**src/design/ihtpp_pkg.sv**
```systemverilog
// Package for the perturbed-probe identity hash table.
// Holds payload structs, slot status codes and the controller/datapath interface structs.
`default_nettype none
package ihtpp_pkg;
  localparam int LOG2_SLOTS_DEF = 10;
  localparam int KEY_BITS_DEF = 64;

  localparam logic [1:0] OP_LOOKUP = 2'd0;
  localparam logic [1:0] OP_INSERT = 2'd1;
  localparam logic [1:0] OP_REMOVE = 2'd2;

  localparam logic [1:0] ST_EMPTY = 2'd0;
  localparam logic [1:0] ST_USED = 2'd1;
  localparam logic [1:0] ST_TOMB = 2'd2;

  localparam logic [1:0] CFG_SIZE = 2'd0;
  localparam logic [1:0] CFG_SHIFT = 2'd1;

  localparam int CFG_W = 4;

  typedef struct packed {
    logic [1:0] op;
    logic [63:0] key;
    logic key_is_heap;
    logic [63:0] new_value;
  } in_req_t;

  typedef struct packed {
    logic found;
    logic [63:0] old_value;
    logic status;
    logic [10:0] live_items;
    logic [9:0] usable_left;
  } out_res_t;

  // controller -> datapath
  typedef struct packed {
    logic load;     // capture request, start probe
    logic rd;       // issue slot read at current index
    logic step;     // advance probe index
    logic note;     // evaluate returned slot
    logic commit;   // write result / update state
  } ctl_cmd_t;

  // datapath -> controller
  typedef struct packed {
    logic hit;
    logic empty;
    logic limit;
  } dp_stat_t;
endpackage
`default_nettype wire

```
**src/design/ihtpp_ctrl.sv**
```systemverilog
// Controller for the hash table: waits out the clear sweep, runs the probe loop, commit and result handoff.
// Depends on ihtpp_pkg.
`default_nettype none
module ihtpp_ctrl
  import ihtpp_pkg::*;
(
  input  wire logic     clk,
  input  wire logic     rst_n,
  input  wire logic     in_valid,
  output logic          in_stall,
  output logic          out_valid,
  input  wire logic     out_stall,
  input  wire logic     clr_busy,
  input  dp_stat_t      stat,
  output ctl_cmd_t      cmd
);
  localparam logic [2:0] S_IDLE = 3'd0;
  localparam logic [2:0] S_RD = 3'd1;
  localparam logic [2:0] S_WAIT = 3'd2;
  localparam logic [2:0] S_EVAL = 3'd3;
  localparam logic [2:0] S_DONE = 3'd4;

  logic [2:0] state_r, state_nxt;
  logic ov_r, ov_nxt;

  // a waiting result does not block the next request; commit waits for it
  wire can_take = !clr_busy;
  assign in_stall = !(state_r == S_IDLE && can_take);
  assign out_valid = ov_r;

  always_comb begin
    state_nxt = state_r;
    ov_nxt = ov_r && out_stall;
    cmd = '0;
    case (state_r)
      S_IDLE: if (in_valid && can_take) begin
        cmd.load = 1'b1;
        state_nxt = S_RD;
      end
      S_RD: begin
        cmd.rd = 1'b1;
        state_nxt = S_WAIT;
      end
      S_WAIT: state_nxt = S_EVAL;
      S_EVAL: begin
        cmd.note = 1'b1;
        if (stat.hit || stat.empty || stat.limit) state_nxt = S_DONE;
        else begin
          cmd.step = 1'b1;
          state_nxt = S_RD;
        end
      end
      S_DONE: if (!ov_r || !out_stall) begin
        cmd.commit = 1'b1;
        ov_nxt = 1'b1;
        state_nxt = S_IDLE;
      end
      default: state_nxt = S_IDLE;
    endcase
  end

  always_ff @(posedge clk) begin
    if (!rst_n) begin
      state_r <= S_IDLE;
      ov_r <= 1'b0;
    end else begin
      state_r <= state_nxt;
      ov_r <= ov_nxt;
    end
  end
endmodule
`default_nettype wire

```
**config.mk**
```make
export PLATFORM = sky130hd
export DESIGN_NAME = ihtpp_ctrl
export DESIGN_NICKNAME = d
export VERILOG_FILES = /design/src/design/ihtpp_pkg.sv /design/src/design/ihtpp_ctrl.sv
export SDC_FILE = /design/constraint.sdc
export NUM_CORES = 1
export LEC_CHECK = 0
export ABC_AREA = 1
export BUFFER_PORTS_ARGS = -buffer_cell sky130_fd_sc_hd__buf_4
export CAP_MARGIN = 20
export CORE_AREA = 5 5 42 44
export DETAILED_ROUTE_END_ITERATION = 8
export DIE_AREA = 0 0 47 49
export GPL_TIMING_DRIVEN = 0
export SLEW_MARGIN = 20
export SYNTH_ARGS = -nofsm -noshare
export SYNTH_HDL_FRONTEND = slang
export SYNTH_SLANG_ARGS = --single-unit
```
**constraint.sdc**
```tcl
create_clock -name clk -period 1.7 [get_ports clk]
set_input_delay 0.34 -clock clk [delete_from_list [all_inputs] [get_ports clk]]
set_output_delay 0.34 -clock clk [all_outputs]
set_load 0.1 [all_outputs]
```
* Yosys cells after proc, flatten, opt, wreduce, memory -nomap -nowiden
Index checks and enable logic that the tools add are counted.
** Word-level totals
- Register bits :: 4
- Input bits :: 8
- Output and inout port bits :: 7
- Word-level logic and storage cells :: 33
** Cells by class
- Equal/unequal tests :: 6
- Multiplexer cells :: 13
- Reduce and logical (&&, ||, !) cells :: 12
** Operator list (number)
- 3-bit case mux with 5 select lines :: 1
- 3-bit 2-to-1 mux :: 3
- 1-bit 2-to-1 mux :: 8
- 3-bit by 2-bit == test with 1-bit output, second input constant :: 2
- 1-bit logical NOT :: 4
- 3-bit by 1-bit == test with 1-bit output, second input constant :: 1
- 3-bit == test, second input constant :: 1
- 1-bit logical AND :: 3
- 3-bit logical NOT :: 1
- 1-bit logical OR :: 3
- 2-bit 2-to-1 mux :: 1
- 2-bit by 1-bit != test with 1-bit output, second input constant :: 1
- 2-bit != test, second input constant :: 1
- 2-bit AND reduction :: 1

* Longest topological paths before layout
Gate-level depths: netlist (run 1).
- Depth after elaboration :: 4
- Gate-level depth with buffers :: 5
- Mapped depth without buffers :: 5

* Worst setup path before layout (run 1)
OpenSTA, ideal clock, no wires.
- Path type :: reg-to-output
- Start point :: register state_r[0]
- End point :: output port cmd[4] in the netlist's numbering
- Data arrival time :: 3.288 ns
- Required time :: 1.360 ns
- Slack :: -1.928 ns
- Stages on the path, launching flop included :: 2
- Path buffers :: 0
- Cell sequence :: dfxtp_1 nor4_1
** RTL lines
- start: declaration :: line ihtpp_ctrl.sv:23 : logic [2:0] state_r, state_nxt;
- start signal: assignment :: line ihtpp_ctrl.sv:67 : state_r <= state_nxt;
- end: declaration :: line ihtpp_ctrl.sv:15 : output ctl_cmd_t cmd

==> results of run 1 <==
metrics by stage:
stage | utilization, % | power [mW] | cells | worst slack [ns]
finish | 28.8 | 0.393 | 71 | 0.112
global route | 28.8 | 0.423 | 71 | 0.0389
CTS | 28.3 | 0.400 | 71 | 0.0352
detailed placement | 26.7 | 0.277 | 68 | 0.299
global placement | 26.7 | 0.276 | 68 | 0.302
floorplan | - | 0.240 | 38 | -0.115
worst register-to-register path: stages, from the launching register on:
cell     delay (ns)
dfxtp_1        0.48
inv_1          0.10
nand3_1        0.09
nor2_2         0.05
nor2_1         0.08
nor2_1         0.04
power by group through the flow:
stage | logic (mW) | registers (mW) | clock network [mW]
after floorplan | 0.122 | 0.118 | 0
after global placement | 0.158 | 0.118 | 0
after detailed placement | 0.158 | 0.119 | 0
after CTS | 0.159 | 0.117 | 0.125
after global routing | 0.169 | 0.118 | 0.136
final | 0.158 | 0.117 | 0.119
synthesized netlist by cell type:
cell type | count | area, µm²
a21oi_1 | 3 | 15.0
dfxtp_1 | 4 | 80.1
inv_1 | 8 | 30.0
nand2_1 | 8 | 30.0
nand3_1 | 5 | 25.0
nor2_1 | 7 | 26.3
nor2_2 | 2 | 12.5
nor4_1 | 1 | 6.26
sequential cells by signal (all words and copies together), names as in the netlist:
signal and flops:
out_valid 1, state_r 3
area by class of cell:
type	instances	share of cell area [%]
tap	16	4.95
clock buffer	3	5.57
multi-input combinational	26	34.1
timing repair buffer	14	27.9
inverter	8	7.43
sequential	4	20.1
kinds of logic after synthesis:
family / after synthesis / synth area share [%]
buffers and inverters: 8 / 13.3
and+or+nand+nor: 23 / 44.4
DFF: 4 / 35.6
AOI/OAI and AO/OA: 3 / 6.66
final timing paths:
check / startpoint / end / slack (ns) / cells after the start
setup / recovery: state_r[0]$_SDFFE_PN0P_ / cmd[0] / 0.11 / 4
hold / removal: out_stall / out_valid$_SDFF_PN0_ / 0.37 / 3
setup reg to reg: state_r[2]$_SDFFE_PN0P_ / state_r[0]$_SDFFE_PN0P_ / 0.76 / 5
hold reg to reg: out_valid$_SDFF_PN0_ / out_valid$_SDFF_PN0_ / 0.48 / 2
routing by layer:
layer  global-route usage, %  wire (µm)  up-vias
met1                    5.70        204      106
met5                       0          0        -
met4                    1.38          0        0
met3                    6.27         89        0
li1                        -          -      150
met2                    8.37        281        9
repair_timing:
| item | 4_1_cts | 5_1_grt |
|---|---|---|
| hold endpoints to repair | 0 | 0 |
| endpoints found under the setup margin | 0 | 2 |
| resized for setup | 0 | 2 |
| buffers inserted | 0 | 0 |
==> results_dict.tcl, run 1 <==
set metrics [dict create \
    placed_area_um2 374 \
    ir_drop_mv 0.303 \
    ys_ff_latch 4 \
    ys.warnings.count 0 \
    power_frac_seq_pct 29.7 \
    final-seq-area_um2 81.3 \
    first_pass_iters 2 \
    drt_iter0_drc 5 \
    slowest_stage "dfxtp_1" \
    vias_per_cell 3.73 \
    htree_levels 1 \
    worstPathArrival_ns 1.25 \
    worstPathCellList "nor2_1 > nand2_1 > nor2_4 > buf_6" \
    wl_per_cell_um 8.10 \
    syn_area_um2 225 \
    die_h_um 49 \
    hp-class "in -> reg" \
    overflow 0 \
    p_per_area_nw_per_um2 973 \
    grt_pass1_wl_um 924 \
    place_congestion 0.644 \
    swShare_pct 43.2 \
    finClkSkew_ns 0.00470 \
    port_buffers 14 \
    io_pins 15 \
    drc_errors 0 \
    grt_max_degree 8 \
    die_area_um2 2300 \
    cts_buffers 3 \
    multi_input_area_um2 138 \
    dpl.hpwl_um 468 \
    rsz0062_at_grt "false" \
    ys_types 8 \
    fmax_ghz 0.630 \
    fin_crit_sh_pct 93.4 \
    slowest_delay_ns 0.37 \
    drv_cap 0 \
    clk_path_buf_depth 2 \
    grt_usage_pct 5.84 \
    relSlewSlack_pct 80.4 \
    cp.buffers_inverters 1 \
    syn_to_final_growth_pct 79.4 \
    crit_type "reg -> out" \
    ctsHoldBuffers 0 \
    tns_ns 0 \
    combPwrFrac_pct 40.1 \
    fp.dieW_um 47 \
    route.antenna.remaining_nets 0 \
    num_rows 14 \
    cp-end-kind "output pin" \
    mostFrequentLayoutCells "buf_4 (12), inv_1 (8), nand2_1 (8)" \
    antenna_found_initial 0 \
    grt_pass1_vias 243 \
    clk_pin_slew_ns 0.04 \
    mostFrequentLayoutCell "buf_4" \
    p_switching_mw 0.170 \
    hold_ws_ns 0.373 \
    routed-via-count 265 \
    finalHoldViolations 0 \
    synth_nets 46 \
    cp_max_fo 7 \
    cts-root-buf "clkbuf_4" \
    fill_cells 164 \
    avgSynthCellArea_um2 5.93 \
    ys_seq_area_share_pct 35.6 \
    drive_gt1_share_pct 40.0 \
    postSynthCellCount 38 \
    design_area_um2 404 \
    p_int_mw 0.224 \
    clockPowerShare_pct 30.2 \
    start_kind "flip-flop" \
    worstPathRequired_ns 1.36 \
    nets 65 \
    start_util_pct 16.1 \
    setup_viol 0 \
    clkLatencyLatePin_ns 0.24 \
    power_leakage_nw 0.200 \
    outcome "finished clean" \
    diodes 0 \
    core_um2 1400 \
    worstMarginPinSlew_ns 0.294 \
    wirelength_um 575 \
    critPathTopFamily "simple AND/OR/NAND/NOR gates" \
    cts_tree "yes" \
    fin_crit_ns 1.59 \
    maxSlewViolCount 0 \
    cts_sinks 4 \
]
(Power assumes the default switching activity.)
==> inputs of run 2 (changes only) <==
- CTS_BUF_LIST: unset -> sky130_fd_sc_hd__clkbuf_2
- SKIP_CTS_REPAIR_TIMING: unset -> 1
==> results_dict.tcl, run 2 (same netlist as run 1, synthesis figures left out) <==
set metrics [dict create \
    cts_buffers 3 \
    start_kind "flip-flop" \
    vias_per_cell 3.75 \
    hold_ws_ns 0.403 \
    p_per_area_nw_per_um2 910 \
    grt.busiest_layer "met2" \
    grt_pass1_vias 243 \
    relSlewSlack_pct 80.2 \
    clk_pin_slew_ns 0.05 \
    power_leakage_nw 0.198 \
    fp.dieW_um 47 \
    nets 65 \
    dpl.hpwl_um 468 \
    syn_to_final_growth_pct 76.1 \
    io_pins 15 \
    hp-class "in -> reg" \
    placed_area_um2 374 \
    fin_ws_ns 0.139 \
    port_buffers 14 \
    cts-root-buf "clkbuf_2" \
    worstPathArrival_ns 1.22 \
    crit_type "reg -> out" \
    tns_ns 0 \
    clk_path_buf_depth 2 \
    top_register "state_r" \
    first_pass_iters 4 \
    clkLatencyLatePin_ns 0.21 \
    fin_crit_ns 1.56 \
    drc_errors 0 \
    grt_use_met3_pct 6.27 \
    ir_drop_mv 0.241 \
    dpl_worst_slack_ns 0.299 \
    p_total_mw 0.361 \
    grt_max_degree 8 \
    route.antenna.remaining_nets 0 \
    setup_viol 0 \
    routed-via-count 266 \
    die_area_um2 2300 \
    outcome "finished clean" \
    finalHoldViolations 0 \
    htree_levels 1 \
    place_congestion 0.644 \
    use_met1_pct 5.70 \
    wl_per_cell_um 8.08 \
    rsz0062_at_grt "false" \
    drt_iter0_drc 6 \
    num_rows 14 \
    cp-end-kind "output pin" \
    wirelength_um 574 \
    die_h_um 49 \
    grt_pass1_wl_um 924 \
    mostFrequentLayoutCell "buf_4" \
    core_um2 1400 \
    worstPathRequired_ns 1.36 \
    drv_cap 0 \
    cp_max_fo 7 \
    largest_reg_flops 3 \
    start_util_pct 16.1 \
    finClkSkew_ns 0.00382 \
    antenna_found_initial 0 \
    cts_tree "yes" \
    fin_crit_sh_pct 91.8 \
    met2_usage_pct 8.37 \
    mostFrequentLayoutCells "buf_4 (12), inv_1 (8), nand2_1 (8)" \
    overflow 0 \
    fmax_ghz 0.641 \
    maxSlewViolCount 0 \
    design_area_um2 397 \
    drive_gt1_share_pct 40.0 \
    worstMarginPinSlew_ns 0.297 \
    cts_sinks 4 \
    grt_usage_pct 5.84 \
    diodes 0 \
]
[run 2: cell counts in the layout (fill, tap and decap cells not counted)]
Identical to the previous run, type by type.
[run 2: worst paths after layout]
path | from | endpoint | slack (ns) | depth (start not counted)
setup reg to reg | state_r[2]$_SDFFE_PN0P_ | state_r[0]$_SDFFE_PN0P_ | 0.75 | 5
hold reg to reg | out_valid$_SDFF_PN0_ | out_valid$_SDFF_PN0_ | 0.48 | 2
setup / recovery | state_r[0]$_SDFFE_PN0P_ | cmd[0] | 0.14 | 4
hold / removal | out_stall | out_valid$_SDFF_PN0_ | 0.40 | 3
[run 2: critical path: stages, from the launching register on]
cell     delay [ns]
dfxtp_1        0.37
nor2_1         0.17
nand2_1        0.12
nor2_4         0.13
buf_6          0.22
[run 2: layout make-up]
type / instances / area, µm²
fill: 167 / 1000
timing repair buffer: 14 / 113
multi-input combinational: 26 / 138
clock buffer: 3 / 15.0
inverter: 8 / 30.0
tap: 16 / 20.0
sequential: 4 / 81.3
[run 2: per-layer routing]
layer / vias up / part of all wire (%)
li1: 151 / -
met1: 109 / 41
met2: 6 / 49
met3: 0 / 9.2
met4: 0 / 0
met5: - / 0
[run 2: power by group]
part / switching, mW / internal (mW)
Combinational: 0.115 / 0.0425
Sequential: 0.0148 / 0.102
Clock: 0.0389 / 0.0475
Total: 0.169 / 0.192
[run 2: per-stage QoR]
stage | util, % | std cells
floorplan | - | 38
global placement | 26.7 | 68
detailed placement | 26.7 | 68
CTS | 27.8 | 71
global route | 28.3 | 71
finish | 28.3 | 71
